File: config.mk
export PLATFORM = sky130hd
export DESIGN_NAME = v3au_sqrt_stage
export DESIGN_NICKNAME = d
export VERILOG_FILES = /design/src/rtl/v3au_pkg.sv /design/src/rtl/v3au_sqrt_stage.sv
export SDC_FILE = /design/constraint.sdc
export NUM_CORES = 1
export LEC_CHECK = 0
export ABC_AREA = 0
export BUFFER_PORTS_ARGS = -buffer_cell sky130_fd_sc_hd__buf_2
export CAP_MARGIN = 20
export CORE_AREA = 2 2 393 395
export DETAILED_ROUTE_END_ITERATION = 8
export DIE_AREA = 0 0 395 397
export PLACE_DENSITY = 0.36
export SLEW_MARGIN = 30
export SYNTH_ARGS = -nofsm -noshare
export SYNTH_HDL_FRONTEND = slang
export SYNTH_SLANG_ARGS = --single-unit
File: constraint.sdc
create_clock -name clk -period 5.6 [get_ports clk]
set_input_delay 0.56 -clock clk [delete_from_list [all_inputs] [get_ports clk]]
set_output_delay 0.56 -clock clk [all_outputs]
set_load 0.01 [all_outputs]
File: src/rtl/v3au_pkg.sv
`default_nettype none
// ---------------------------------------------------------------------------
// v3au_pkg
// Shared widths, opcodes, pipeline records and saturation helpers for the
// three-component fixed-point vector unit.
// ---------------------------------------------------------------------------
package v3au_pkg;

  localparam int WORD_BITS = 32;
  localparam int FRAC_BITS = 16;

  localparam int W       = WORD_BITS;
  localparam int F       = FRAC_BITS;
  localparam int PW      = 2 * W;           // one full product
  localparam int SUMW    = 2 * W + 2;       // sum of three products
  localparam int NW      = W + F;           // dividend and quotient width
  localparam int LATENCY = 5 + W + NW;      // register stages from accept through the last divider stage

  typedef enum logic [3:0] {
    OP_ADD    = 4'd0,
    OP_SUB    = 4'd1,
    OP_MUL    = 4'd2,
    OP_DIV    = 4'd3,
    OP_SCALE  = 4'd4,
    OP_DIVS   = 4'd5,
    OP_DOT    = 4'd6,
    OP_CROSS  = 4'd7,
    OP_MAG    = 4'd8,
    OP_NORM   = 4'd9,
    OP_NEG    = 4'd10
  } op_t;

  typedef logic [W-1:0]  word_t;
  typedef logic [NW-1:0] num_t;

  localparam word_t MAXW = {1'b0, {(W-1){1'b1}}};
  localparam word_t MINW = {1'b1, {(W-1){1'b0}}};
  localparam num_t  QMIN = {{(NW-W+1){1'b0}}, {(W-1){1'b0}}} | (num_t'(1) << (W-1));

  // Per-item record carried down the pipeline
  typedef struct packed {
    logic [3:0]           func;
    logic [2:0][W-1:0]    r;
    logic [W-1:0]         sc;
    logic                 ovf;
    logic [2:0][NW-1:0]   dvd;
    logic [2:0]           dvd_neg;
    logic [2:0][W-1:0]    dsr;
    logic [2:0]           dsr_neg;
  } pay_t;

  typedef struct packed {
    logic          vld;
    logic [PW-1:0] rad;
    logic [W+1:0]  rem;
    logic [W-1:0]  root;
    pay_t          pay;
  } sq_t;

  typedef struct packed {
    logic [W-1:0]  rem;
    logic [NW-1:0] num;
  } dlane_t;

  typedef struct packed {
    logic             vld;
    dlane_t [2:0]     lane;
    pay_t             pay;
  } dv_t;

  typedef struct packed {
    logic [W-1:0] val;
    logic         ovf;
  } sat_t;

  function automatic word_t abs_w(input logic [W-1:0] v);
    abs_w = v[W-1] ? (~v + word_t'(1)) : v;
  endfunction

  // Floor-shift a wide signed value by F and clamp to the word
  function automatic sat_t sat_shr(input logic signed [SUMW-1:0] v);
    logic signed [SUMW-1:0] t;
    logic signed [SUMW-1:0] hi_lim;
    logic signed [SUMW-1:0] lo_lim;
    sat_t r;
    t      = v >>> F;
    hi_lim = $signed({{(SUMW-W+1){1'b0}}, {(W-1){1'b1}}});
    lo_lim = $signed({{(SUMW-W+1){1'b1}}, {(W-1){1'b0}}});
    if (t > hi_lim) begin
      r.val = MAXW;
      r.ovf = 1'b1;
    end else if (t < lo_lim) begin
      r.val = MINW;
      r.ovf = 1'b1;
    end else begin
      r.val = t[W-1:0];
      r.ovf = 1'b0;
    end
    return r;
  endfunction

  // Apply sign to an unsigned quotient and clamp to the word
  function automatic sat_t sat_quo(input num_t q, input logic neg);
    logic  big;
    word_t nq;
    sat_t  r;
    big = (q[NW-1:W-1] != '0);
    nq  = ~q[W-1:0] + word_t'(1);
    if (!neg) begin
      r.ovf = big;
      r.val = big ? MAXW : q[W-1:0];
    end else begin
      r.ovf = big && (q != QMIN);
      r.val = r.ovf ? MINW : nq;
    end
    return r;
  endfunction

  // Clamp an unsigned magnitude to the signed word
  function automatic sat_t sat_mag(input word_t m);
    sat_t r;
    r.ovf = m[W-1];
    r.val = m[W-1] ? MAXW : m;
    return r;
  endfunction

  function automatic logic is_div_op(input logic [3:0] f);
    return (f == OP_DIV) || (f == OP_DIVS) || (f == OP_NORM);
  endfunction

endpackage
`default_nettype wire

File: src/rtl/v3au_sqrt_stage.sv
`default_nettype none
// ---------------------------------------------------------------------------
// v3au_sqrt_stage
// One root bit of the digit-by-digit integer square root, registered.
// ---------------------------------------------------------------------------
module v3au_sqrt_stage import v3au_pkg::*; (
  input  wire logic clk,
  input  wire logic rst,
  input  sq_t       d,
  output sq_t       q
);

  logic [W+1:0] rem2;
  logic [W+1:0] trial;
  logic         take;

  // Bring down two radicand bits and try the next root bit
  always_comb begin
    rem2  = {d.rem[W-1:0], d.rad[PW-1 -: 2]};
    trial = {d.root, 2'b01};
    take  = (rem2 >= trial);
  end

  always_ff @(posedge clk) begin
    if (rst) begin
      q.vld <= 1'b0;
    end else begin
      q.vld <= d.vld;
    end
    q.rad  <= {d.rad[PW-3:0], 2'b00};
    q.rem  <= take ? (rem2 - trial) : rem2;
    q.root <= {d.root[W-2:0], take};
    q.pay  <= d.pay;
  end

endmodule
`default_nettype wire

==> flow_summary_export.csv <==
group,metric,value,unit
outcome,status,"completed",
die,die_w,395,um
placed_design,gp_congestion,0.757,
timing,setup_viol,0,
clock_tree,cts-resized-gates,0,
timing,finalHoldViolations,0,
layout,nets,2984,
timing,worst_pin_slew,0.972,ns
routing,vias_per_cell,2.83,
power,vdd_ir_drop_max,0.202,mV
power,pwr-share-clk,47.1,%
placed_design,dp_hpwl,76900,um
timing,clock.fmax,252,MHz
die,core,153000,um2
power,p_comb_share,13.1,%
placed_design,io_buffers,1017,
routing,vias,12902,
worst_setup_path,crit_required,6.15,ns
hold_path,min_from,"rst",
clock_tree,clkSinkCount,508,
grt,grt_pass1_vias,13434,
grt,grt_antenna_before_repair,75,
clock_tree,cts_root_buf,"clkbuf_16",
logic_synthesis,synth_area,12600,um2
power,leakage,12.6,nW
timing,setup_tns,0,ns
logic_synthesis,syn_inst,894,
grt,grt_pass1_wl,117000,um
timing,hold_ws,0.0834,ns
layout,syn_to_final_growth,117,%
logic_synthesis,synth_cell_types,59,
worst_setup_path,crit_path_end_kind,"register",
worst_setup_path,cp-startpoint,"d[388]",
clock_tree,cts_buffers,68,
routing,drt-initial-drc-count,484,
layout,largestRegisters,"q: 508 flops",
power,p_int,7.21,mW
worst_setup_path,path_max_fanout,63,
routing,routedWlPerCell,20.2,um
routing,ant_nets,0,
clock_tree,cts_setup_buffers,0,
layout,top_register,"q",
worst_setup_path,crit_arrival,4.51,ns
die,dieHeight,397,um
die,die_area,157000,um2
worst_setup_path,critPathKind,"in2reg",
layout,nFillCells,16960,
grt,grt_usage,11.3,%
layout,drive_gt1_share,46.0,%
layout,largest_reg_flops,508,
timing,min_period,3.96,ns
power,pwr-share-seq,39.8,%
logic_synthesis,synth-edff-count,0,
run,max_cap_violations,0,
power,power_density,359,nW/um2
hold_path,min_path_type,"in2reg",
logic_synthesis,synth-seq-cells,508,
power,swShare,26.6,%
die,start_util,8.25,%
clock_tree,cts_buffer_depth,3,
logic_synthesis,async_flop_share,0,%
timing,finalMaxSlewViolations,0,
clock_tree,cts_tree,"built",
die,placementRows,144,
logic_synthesis,synth_seq_area_share,80.6,%
clock_tree,htreeDepth,3,
die,io_pins,1022,
timing,slew-limit-headroom,34.6,%
grt,grt_start_max_net_pins,64,
routing,routed_wl,92100,um
routing,first_pass_iters,4,
routing,route.detailed.drc,0,
clock_tree,path_clk_slew,0.06,ns
logic_synthesis,yosys_warnings,0,
grt,grt_overflow,0,
timing,timing.final.crit_share,70.8,%
logic_synthesis,ys.flop_type,"dfxtp_1",
logic_synthesis,synth_area_per_cell,14.1,um2
power,power.switching,2.61,mW
timing,rsz0062_at_grt,"false",
worst_setup_path,worstSetupStartpointType,"input pin",
-- area by class of cell --
cell class              instances  area, um2  share of cell area [%]
diodes                         21       52.6                   0.192
clock buffers                  94       1950                    7.14
clock inverters                31        415                    1.52
inverters                      47        176                   0.646
multi-input cells             325       2200                    8.05
flip-flops and latches        508      10200                    37.2
well taps                    2044       2560                    9.36
repair buffers               1488       9800                    35.9
-- metrics by stage --
step / total power [mW] / cells / cell area (um2) / utilization [%] / setup slack [ns]
after floorplan: 4.35 / 895 / 12600 / - / 2.98
after global placement: 5.01 / 3944 / 20200 / 13.2 / 1.61
after detailed placement: 5.00 / 3944 / 20200 / 13.2 / 1.55
after CTS: 10.1 / 4537 / 27300 / 17.8 / 1.68
after global routing: 10.3 / 4551 / 27300 / 17.8 / 1.51
final: 9.82 / 4558 / 27300 / 17.9 / 1.64
-- synth_stat cells (7+ instances only) --
cell type  number  area [um2]
a21oi_1        35         175
o21ai_0        46         230
a21o_1         11        82.6
nand3_1        11        55.1
o21bai_1        7        52.6
nand2_1        53         199
xor2_1          9        78.8
xnor2_1        18         158
ha_1           34         425
dfxtp_1       508       10200
nor2_1         22        82.6
inv_1          46         173
-- cell usage in the layout (no fill, tap or decap), types with 21 or more instances in the layout --
cell type | synthesis | layout
diode_2 | 0 | 21
o21ai_0 | 46 | 46
buf_2 | 5 | 1017
ha_1 | 34 | 34
nand2_1 | 53 | 53
inv_1 | 46 | 46
dlygate4sd3_1 | 0 | 468
nor2_1 | 22 | 22
dfxtp_1 | 508 | 508
clkbuf_16 | 0 | 69
a21oi_1 | 35 | 35
-- critical path: stages --
cell and delay, ns:
dlygate4sd3_1 0.67, buf_2 0.17, inv_1 0.04, ha_1 0.38, a211o_1 0.33, a21oi_2 0.24
o211ai_1 0.24, a221oi_2 0.56, nor2_1 0.19, a21oi_4 0.15, buf_4 0.53, mux2_2 0.40
-- layer usage --
metal / wire [um] / vias up / GRT usage (%)
li1: - / 6092 / -
met5: 182 / - / 0
met4: 3830 / 32 / 4.93
met3: 9400 / 155 / 4.91
met1: 35100 / 5944 / 12.4
met2: 43600 / 679 / 18.8
-- cells by family (layout without fill, tap and decap cells) --
logic type	Yosys count	count (layout)	synth area share, %
other cells	1	23	0.0297
simple gates	116	116	4.29
buf+inv	62	1660	1.97
xor+xnor	27	27	1.87
compound gates	144	144	7.66
mux	2	2	0.179
fa+ha+maj	34	34	3.37
flops	508	508	80.6
-- power by group through the flow --
stage	clock network (mW)	logic [mW]	registers, mW
CTS	4.88	1.33	3.91
global placement	0	1.02	3.98
floorplan	0	0.248	4.10
global route	5.01	1.39	3.93
finish	4.63	1.28	3.91
detailed placement	0	1.02	3.98
-- path summary, 6_finish.rpt --
path | end | slack, ns | cells past startpoint
hold / removal | q[509] | 0.08 | 2
setup / recovery | q[415] | 1.64 | 12
-- timing repair --
action                     4_1_cts  5_1_grt
hold buffers                   468        0
setup endpoints to repair        0        0
hold endpoints to repair       468        0
Power figures use the tool's default switching activity.
