<file path="src/rtl/v3au_pkg.sv">
`default_nettype none
// ---------------------------------------------------------------------------
// v3au_pkg
// Shared widths, opcodes, pipeline records and saturation helpers for the
// three-component fixed-point vector unit.
// ---------------------------------------------------------------------------
package v3au_pkg;

  localparam int WORD_BITS = 32;
  localparam int FRAC_BITS = 16;

  localparam int W       = WORD_BITS;
  localparam int F       = FRAC_BITS;
  localparam int PW      = 2 * W;           // one full product
  localparam int SUMW    = 2 * W + 2;       // sum of three products
  localparam int NW      = W + F;           // dividend and quotient width
  localparam int LATENCY = 5 + W + NW;      // register stages from accept through the last divider stage

  typedef enum logic [3:0] {
    OP_ADD    = 4'd0,
    OP_SUB    = 4'd1,
    OP_MUL    = 4'd2,
    OP_DIV    = 4'd3,
    OP_SCALE  = 4'd4,
    OP_DIVS   = 4'd5,
    OP_DOT    = 4'd6,
    OP_CROSS  = 4'd7,
    OP_MAG    = 4'd8,
    OP_NORM   = 4'd9,
    OP_NEG    = 4'd10
  } op_t;

  typedef logic [W-1:0]  word_t;
  typedef logic [NW-1:0] num_t;

  localparam word_t MAXW = {1'b0, {(W-1){1'b1}}};
  localparam word_t MINW = {1'b1, {(W-1){1'b0}}};
  localparam num_t  QMIN = {{(NW-W+1){1'b0}}, {(W-1){1'b0}}} | (num_t'(1) << (W-1));

  // Per-item record carried down the pipeline
  typedef struct packed {
    logic [3:0]           func;
    logic [2:0][W-1:0]    r;
    logic [W-1:0]         sc;
    logic                 ovf;
    logic [2:0][NW-1:0]   dvd;
    logic [2:0]           dvd_neg;
    logic [2:0][W-1:0]    dsr;
    logic [2:0]           dsr_neg;
  } pay_t;

  typedef struct packed {
    logic          vld;
    logic [PW-1:0] rad;
    logic [W+1:0]  rem;
    logic [W-1:0]  root;
    pay_t          pay;
  } sq_t;

  typedef struct packed {
    logic [W-1:0]  rem;
    logic [NW-1:0] num;
  } dlane_t;

  typedef struct packed {
    logic             vld;
    dlane_t [2:0]     lane;
    pay_t             pay;
  } dv_t;

  typedef struct packed {
    logic [W-1:0] val;
    logic         ovf;
  } sat_t;

  function automatic word_t abs_w(input logic [W-1:0] v);
    abs_w = v[W-1] ? (~v + word_t'(1)) : v;
  endfunction

  // Floor-shift a wide signed value by F and clamp to the word
  function automatic sat_t sat_shr(input logic signed [SUMW-1:0] v);
    logic signed [SUMW-1:0] t;
    logic signed [SUMW-1:0] hi_lim;
    logic signed [SUMW-1:0] lo_lim;
    sat_t r;
    t      = v >>> F;
    hi_lim = $signed({{(SUMW-W+1){1'b0}}, {(W-1){1'b1}}});
    lo_lim = $signed({{(SUMW-W+1){1'b1}}, {(W-1){1'b0}}});
    if (t > hi_lim) begin
      r.val = MAXW;
      r.ovf = 1'b1;
    end else if (t < lo_lim) begin
      r.val = MINW;
      r.ovf = 1'b1;
    end else begin
      r.val = t[W-1:0];
      r.ovf = 1'b0;
    end
    return r;
  endfunction

  // Apply sign to an unsigned quotient and clamp to the word
  function automatic sat_t sat_quo(input num_t q, input logic neg);
    logic  big;
    word_t nq;
    sat_t  r;
    big = (q[NW-1:W-1] != '0);
    nq  = ~q[W-1:0] + word_t'(1);
    if (!neg) begin
      r.ovf = big;
      r.val = big ? MAXW : q[W-1:0];
    end else begin
      r.ovf = big && (q != QMIN);
      r.val = r.ovf ? MINW : nq;
    end
    return r;
  endfunction

  // Clamp an unsigned magnitude to the signed word
  function automatic sat_t sat_mag(input word_t m);
    sat_t r;
    r.ovf = m[W-1];
    r.val = m[W-1] ? MAXW : m;
    return r;
  endfunction

  function automatic logic is_div_op(input logic [3:0] f);
    return (f == OP_DIV) || (f == OP_DIVS) || (f == OP_NORM);
  endfunction

endpackage
`default_nettype wire

</file>
<file path="src/rtl/v3au_div_stage.sv">
`default_nettype none
// ---------------------------------------------------------------------------
// v3au_div_stage
// One quotient bit of restoring division for all three lanes, registered.
// ---------------------------------------------------------------------------
module v3au_div_stage import v3au_pkg::*; (
  input  wire logic clk,
  input  wire logic rst,
  input  dv_t       d,
  output dv_t       q
);

  logic   [W:0] rem2 [3];
  logic   [W:0] dd   [3];
  logic   [2:0] take;
  dlane_t       nxt  [3];

  // Shift in the next dividend bit and subtract where the divisor fits
  always_comb begin
    for (int i = 0; i < 3; i++) begin
      rem2[i] = {d.lane[i].rem, d.lane[i].num[NW-1]};
      dd[i]   = {1'b0, d.pay.dsr[i]};
      take[i] = (rem2[i] >= dd[i]);
      nxt[i].rem = take[i] ? W'(rem2[i] - dd[i]) : rem2[i][W-1:0];
      nxt[i].num = {d.lane[i].num[NW-2:0], take[i]};
    end
  end

  always_ff @(posedge clk) begin
    if (rst) begin
      q.vld <= 1'b0;
    end else begin
      q.vld <= d.vld;
    end
    for (int i = 0; i < 3; i++) q.lane[i] <= nxt[i];
    q.pay <= d.pay;
  end

endmodule
`default_nettype wire

</file>
<file path="config.mk">
export PLATFORM = sky130hd
export DESIGN_NAME = v3au_div_stage
export DESIGN_NICKNAME = d
export VERILOG_FILES = /design/src/rtl/v3au_pkg.sv /design/src/rtl/v3au_div_stage.sv
export SDC_FILE = /design/constraint.sdc
export NUM_CORES = 1
export LEC_CHECK = 0
export BUFFER_PORTS_ARGS = -buffer_cell sky130_fd_sc_hd__buf_2
export CORE_AREA = 2 2 489 491
export CTS_CLUSTER_SIZE = 16
export DETAILED_ROUTE_END_ITERATION = 10
export DIE_AREA = 0 0 491 493
export GPL_ROUTABILITY_DRIVEN = 0
export MAX_ROUTING_LAYER = met4
export PLACE_DENSITY_LB_ADDON = 0.25
export SLEW_MARGIN = 40
export SYNTH_ARGS = -nofsm -noshare
export SYNTH_HDL_FRONTEND = slang
export SYNTH_SLANG_ARGS = --single-unit
</file>
<file path="constraint.sdc">
create_clock -name clk -period 3.53 [get_ports clk]
set_input_delay 0.1765 -clock clk [delete_from_list [all_inputs] [get_ports clk]]
set_output_delay 0.1765 -clock clk [all_outputs]
set_load 0.005 [all_outputs]
</file>
==> metrics.txt, run 1 <==
run status=stopped before the end; Failed at=5_2_route; Run Error=[ERROR DRT-0255] Maze Route cannot find path of net d[619] in worker of routeBox ( 483000 0 ) ( 491000 48300 ).; most frequent cells after synthesis=620 x dfxtp_1, 126 x inv_1, 120 x a21oi_1; Detail Placement HPWL=144 mm; Synth top area share=0.657; worst endpoint type=sequential cell input; synthesized flop and latch total=620; Async SR Flop Fraction=0; worst_ep grt=q[536]$_DFF_P_/D; post-synth cell types=76; Sink Count=620; H-tree depth=3; die width=491 um; syn nets=2285; Synth Instances=1564; Synth Area per Inst=12.1 sq um; # IOs=1242; Max Buffers Root-to-Sink=3; Yosys top cell by area=dfxtp_1; TritonCTS buffer count=88; Die Height=493 um; Total Routing Usage GR=0.138; register area share after synthesis=0.657; largest net degree at the start of global routing=38; EDFF count, synth=0; gr ovfl total=0; root buffer cell=clkbuf_16; number of global-route vias before repair=21.7k; Warnings, synthesis=0; synth top area cells=dfxtp_1 66%, ha_1 6.4%, a21oi_1 3.2%; antenna violations before repair=109; area of the mapped netlist=18900 sq um; first-pass GRT wire length=213 mm; number of port buffers=1241; Top FF cell, synth=dfxtp_1; cell with the most instances after synthesis=dfxtp_1; Site Rows=179; Initial Utilization=0.0797
==> kinds of logic after synthesis <==
logic type               synth area share
AND/OR/NAND/NOR                    0.0582
buffers and inverters              0.0366
adder cells (fa/ha/maj)            0.0668
multiplexers                       0.0337
XOR/XNOR                           0.0371
AO/OA/AOI/OAI                       0.110
flip-flops                          0.657
==> metrics by stage <==
stage                     worst slack (ps)  hold WS [ps]  std cells  instance area (sq um)
after CTS                             26.6         0.622       6879                  39800
after floorplan                        858           204       1564                  18900
after global routing                -0.638          24.4       6917                  40000
after detailed placement               312           280       5958                  29000
after global placement                 326           279       5958                  29000
==> layer usage <==
metal	track usage
met1	0.160
met2	0.215
met3	0.0585
met4	0.0431
met5	-
==> timing repair <==
item                                   CTS  global route
hold buffers                           764             1
resized for setup                        0            22
setup endpoints to repair                0             3
endpoints found under the hold margin  617             1
buffers inserted                         0             2
==> inputs of run 2 (changes only) <==
- CORE_AREA: 2 2 489 491 -> 2 2 486 488
- CTS_CLUSTER_SIZE: 16 -> unset
- DIE_AREA: 0 0 491 493 -> 0 0 488 490
- MAX_ROUTING_LAYER: met4 -> unset
- PLACE_DENSITY_LB_ADDON: 0.25 -> 0.15
==> run 2 against run 1 <==
The run now ends clean. Synthesized cell count did not move. Synthesized area did not move. Global-route usage fell by 2.1 points.
==> metrics.txt, run 2 <==
Power Density=519 nW/um^2; # IOs=1242 (unchanged); Min-Delay Path Class=in -> reg; Warnings, synthesis=0 (unchanged); cell with the most instances after synthesis=dfxtp_1 (unchanged); die area=239000 sq um; drt pass-1 iters=5; worst path arrival time=3890 ps; Max-slew headroom=0.625; run status=finished, final reports clean (was stopped before the end); most frequent cells after synthesis=620 x dfxtp_1, 126 x inv_1, 120 x a21oi_1 (unchanged); Initial Utilization=0.0807 (was 0.0797); Cell Chain, Critical Path=dlygate4sd3_1 -> buf_2 -> inv_1 -> ha_1 -> and3_1 -> a221o_1 -> a21oi_4 -> o211ai_2 -> a41oi_4 -> o21ai_2 -> a21o_2 -> buf_12 -> nor2_1 -> a21oi_2 -> dlygate4sd3_1; Setup Viol. Count Final=0; pin slew with the least headroom to its limit=558 ps; gr ovfl total=0 (unchanged); crit path max fanout=33; Sink Count=620 (unchanged); EDFF count, synth=0 (unchanged); filler-free cell count of the finished design=6966; 1st-iter DRT viols=824; core area=234000 sq um; Via density=2.91; max reg flops=620; post-layout min period=3290 ps; number of global-route vias before repair=21.6k (was 21.7k); # resized after CTS=0 (unchanged); FF/Latch Area=12400 sq um; Detail Placement HPWL=122 mm (was 144 mm); M2 GR Usage=0.193 (was 0.215); maximum vdd drop=0.000349 V; Fin. Hold Viols=0; largest register by flop count=q; met1 GRT Util=0.134 (was 0.160); Total Wirelength=145 mm; DR vias=20.3k; Worst path max stage delay=550 ps; Total Routing Usage GR=0.117 (was 0.138); Slowest-stage cell, CP=dlygate4sd3_1; fillers=26.3k; fmax=304 MHz; Top FF cell, synth=dfxtp_1 (unchanged); first-pass GRT wire length=189 mm (was 213 mm); number of port buffers=1241 (unchanged); most common library cell in the layout ignoring fill and taps=buf_2; layout cells sized above 1=0.393; synth top area cells=dfxtp_1 66%, ha_1 6.4%, a21oi_1 3.2% (unchanged); Synth Instances=1564 (unchanged); combinational group share of total power=0.175; Clk network pwr share=0.453; post-synth cell types=76 (unchanged); Crit. End Element=flip-flop; Crit path top cell by count=dlygate4sd3_1; syn nets=2285 (unchanged); leakage=18.4 nW; synthesized flop and latch total=620 (unchanged); CTS tree=done; Max Buffers Root-to-Sink=3 (unchanged); die width=488 um (was 491 um); Antenna Nets Post-Route=0; placed instance count=5959 (was 5958); Synth top area share=0.657 (unchanged); DRC=0; Yosys top cell by area=dfxtp_1 (unchanged); register area share after synthesis=0.657 (unchanged); root buffer cell=clkbuf_16 (unchanged); kind of critical path=in -> reg; setup bufs post-CTS=0 (unchanged); busiest grt layer=met2 (unchanged); Async SR Flop Fraction=0 (unchanged); area of the mapped netlist=18900 sq um (unchanged); RSZ-0062 raised after global routing=false; Switching Share=0.285; largest net degree at the start of global routing=39 (was 38); Die Height=490 um (was 493 um); GR Util met3=0.0579 (was 0.0585); TritonCTS buffer count=88 (unchanged); Worst setup SP type=input port; Synth Area per Inst=12.1 sq um (unchanged); max cap viols=0; most frequent cells in the layout=1241 x buf_2, 821 x dlygate4sd3_1, 620 x dfxtp_1, 126 x inv_1, 120 x a21oi_1; Layout Nets=4441; setup_tns=0 ps; H-tree depth=3 (unchanged); Flop pwr share=0.372; P_sw=0.00598 W; antenna violations before repair=85 (was 109); Pint=0.0150 W; Req. time, crit path=4130 ps; Top Registers=q x620; area delta synth->final=114%; Site Rows=178 (was 179); final slew viol count=0; CTS clk-pin slew, worst paths=70 ps; area of the multi-input gates=5780 sq um; period utilization=0.933; WL/cell=20.8 um
run 2: cell counts after synthesis:
Identical to the previous run, type by type.
run 2: metal layers:
layer / vias up / wire length [um]
li1: 9664 / -
met1: 9498 / 58400
met2: 912 / 66500
met3: 206 / 16500
met4: 18 / 3640
met5: - / 95
run 2: worst paths after layout:
path,from,to,slack (ps),cells after the start
worst max-delay path,d[38],q[508],240,15
worst min-delay path,d[81],q[81],100,2
run 2: timing repair:
action,in CTS,in global routing
hold buffers,821,0
hold endpoints to repair,617,0
endpoints found under the setup margin,0,0
run 2: cells by family after synthesis:
logic type | share of synthesized area
compound gates | 0.110
xor+xnor | 0.0371
fa+ha+maj | 0.0668
buf+inv | 0.0366
flops | 0.657
mux | 0.0337
simple gates | 0.0582
run 2: power by group through the flow:
| stage | registers (W) | clock network (W) | logic (W) |
|---|---|---|---|
| 6_report | 0.00782 | 0.00952 | 0.00367 |
| 5_1_grt | 0.00788 | 0.0102 | 0.00404 |
| 4_1_cts | 0.00785 | 0.0100 | 0.00378 |
| 3_5_place_dp | 0.00798 | 0 | 0.00293 |
| 3_3_place_gp | 0.00800 | 0 | 0.00297 |
| 2_1_floorplan | 0.00794 | 0 | 0.00108 |
run 2: worst max-delay path, delay by kind of cell:
family | cells | cell delay (ps)
fa+ha+maj | 1 | 350
compound gates | 7 | 1550
buf+inv | 5 | 1410
simple gates | 2 | 370
run 2: per-stage QoR:
step                      hold WS, ps  setup WS, ps  power, W  utilization  instance area (sq um)
after global routing             13.0          85.3    0.0221        0.173                  40400
after global placement            279           205    0.0110        0.124                  29100
after CTS                      0.0591           251    0.0217        0.173                  40400
after detailed placement          280           163    0.0109        0.124                  29100
after floorplan                   204           858   0.00901            -                  18900
final                            95.6           236    0.0210        0.173                  40500
run 2: area by class of cell:
class	instances	area share
antenna	31	0.00192
sequential	620	0.307
clock inverter	42	0.0166
timing repair buffer	2100	0.364
tap	3150	0.0973
multi-input combinational	784	0.143
inverter	126	0.0117
clock buffer	113	0.0587
Note: power is estimated with default switching activity, not from simulation.
==> inputs of run 3 (changes only) <==
- CORE_AREA: 2 2 486 488 -> 2 2 489 491
- DIE_AREA: 0 0 488 490 -> 0 0 491 493
- PLACE_DENSITY_LB_ADDON: 0.15 -> unset
==> run 3 against run 2 <==
Core utilization shrank 0.90 points. Hold slack better by 7.3 ps. Maximum frequency decreased by 6.7%. Clock power about the same.
==> metrics.txt, run 3 (synthesized netlist as in run 2, its figures left out) <==
largest net degree at the start of global routing=33 (was 39); Hold Crit Depth=2 (unchanged); kind of critical path=in -> reg (unchanged); area delta synth->final=106% (was 114%); Req. time, crit path=4100 ps (was 4130 ps); Setup Viol. Count Final=0 (unchanged); Crit. End Element=flip-flop (unchanged); Power Density=543 nW/um^2 (was 519 nW/um^2); most common library cell in the layout ignoring fill and taps=buf_2 (unchanged); first-pass GRT wire length=229 mm (was 189 mm); Detail Placement HPWL=160 mm (was 122 mm); Total Wirelength=185 mm (was 145 mm); run status=finished, final reports clean (unchanged); most frequent cells in the layout=1241 x buf_2, 669 x dlygate4sd3_1, 620 x dfxtp_1, 126 x inv_1, 120 x a21oi_1 (was 1241 x buf_2, 821 x dlygate4sd3_1, 620 x dfxtp_1, 126 x inv_1, 120 x a21oi_1); Max Buffers Root-to-Sink=3 (unchanged); gr ovfl total=0 (unchanged); fmax=283 MHz (was 304 MHz); setup bufs post-CTS=0 (unchanged); # IOs=1242 (unchanged); max reg flops=620 (unchanged); pin slew with the least headroom to its limit=722 ps (was 558 ps); leakage=17.6 nW (was 18.4 nW); final slew viol count=0 (unchanged); H-tree depth=3 (unchanged); Layout Nets=4260 (was 4441); die area=242000 sq um (was 239000 sq um); DR vias=21.1k (was 20.3k); CTS clk-pin slew, worst paths=60 ps (was 70 ps); layout cells sized above 1=0.407 (was 0.393); Die Height=493 um (was 490 um); number of global-route vias before repair=21.7k (was 21.6k); largest register by flop count=q (unchanged); core area=237000 sq um (was 234000 sq um); crit path max fanout=15 (was 33); HP Start=d[122] (was d[81]); cell area after layout=38800 sq um (was 40500 sq um); Initial Utilization=0.0797 (was 0.0807); number of port buffers=1241 (unchanged); Hold EP=q[122] (was q[81]); Site Rows=179 (was 178); Antenna Nets Post-Route=0 (unchanged); DP Area=28900 sq um (was 29100 sq um); Worst setup SP type=input port (unchanged); period utilization=1.00 (was 0.933); Top Registers=q x620 (unchanged); Sink Count=620 (unchanged); antenna violations before repair=156 (was 85); RSZ-0062 raised after global routing=false (unchanged); setup_tns=0 ps (unchanged); fillers=26.6k (was 26.3k); Min-Delay Path Class=in -> reg (unchanged); Fin. Hold Viols=0 (unchanged); Via density=3.09 (was 2.91); worst path arrival time=4100 ps (was 3890 ps); maximum vdd drop=0.000420 V (was 0.000349 V); root buffer cell=clkbuf_16 (unchanged); WL/cell=27.1 um (was 20.8 um); Max-slew headroom=0.518 (was 0.625); TritonCTS buffer count=85 (was 88); drt pass-1 iters=8 (was 5); 1st-iter DRT viols=1489 (was 824); die width=491 um (was 488 um); post-layout min period=3530 ps (was 3290 ps); max cap viols=0 (unchanged); DRC=0 (unchanged); Total Routing Usage GR=0.147 (was 0.117); CTS tree=done (unchanged)
run 3: cell count changes in the layout (fill, tap and decap cells not counted), sizes merged:
cell,delta
bufinv,+1
buf,-26
clkbuf,-3
clkinv,-7
clkinvlp,+1
dlygate4sd3,-152
diode,+32
inv,+8
run 3: worst max path at each step:
stage          startpoint      to  slack [ps]  cells past startpoint
5_1_grt             d[38]  q[513]           8                     15
2_1_floorplan      d[426]  q[457]         860                     13
6_report            d[38]  q[513]         0.5                     15
3_5_place_dp        d[68]  q[618]         330                     13
4_1_cts             d[38]  q[513]          90                     15
3_3_place_gp        d[38]  q[536]         360                     13
run 3: layout make-up:
cell class / count / area [sq um] / share of cell area
Clock buffer: 110 / 2350 / 0.0605
Clock inverter: 45 / 681 / 0.0175
Multi-Input combinational cell: 784 / 5800 / 0.149
Tap cell: 3167 / 3960 / 0.102
Inverter: 126 / 473 / 0.0122
Timing Repair Buffer: 1922 / 13000 / 0.335
Sequential cell: 620 / 12400 / 0.320
Antenna cell: 63 / 158 / 0.00406
run 3: critical path, stage by stage:
cell and delay, ps:
dlygate4sd3_1 730, buf_2 200, inv_1 40, ha_1 340, and3_1 220, a221o_1 400
a21oi_4 230, o211ai_2 150, a41oi_4 320, o21ai_2 110, a21o_2 230, buf_4 210
nor2_1 110, a21oi_1 50, dlygate4sd3_1 570
run 3: what timing repair did:
action / CTS / global route
gates resized for setup: 0 / 4
endpoints found under the hold margin: 617 / 0
setup endpoints to repair: 0 / 1
hold buffers: 669 / 0
run 3: metrics by stage:
step	setup slack, ps	hold slack (ps)	power (W)	std cells	util
floorplan	858	204	0.00901	1564	-
global placement	365	278	0.0109	5950	0.122
detailed placement	334	280	0.0109	5950	0.122
CTS	92.7	0.223	0.0215	6774	0.163
global route	7.87	24.1	0.0220	6821	0.164
finish	0.534	103	0.0211	6837	0.164
run 3: power breakdown:
part | switching [W] | internal, W
clock network | 0.00387 | 0.00565
registers | 0.000243 | 0.00757
logic | 0.00204 | 0.00170
total | 0.00615 | 0.0149
run 3: per-layer routing:
| metal | global-route usage | vias to the layer above | share of wire |
|---|---|---|---|
| met5 | 0.00665 | - | 0.0028 |
| met4 | 0.0644 | 24 | 0.052 |
| li1 | - | 9326 | - |
| met1 | 0.159 | 9798 | 0.37 |
| met3 | 0.0881 | 432 | 0.14 |
| met2 | 0.229 | 1549 | 0.43 |
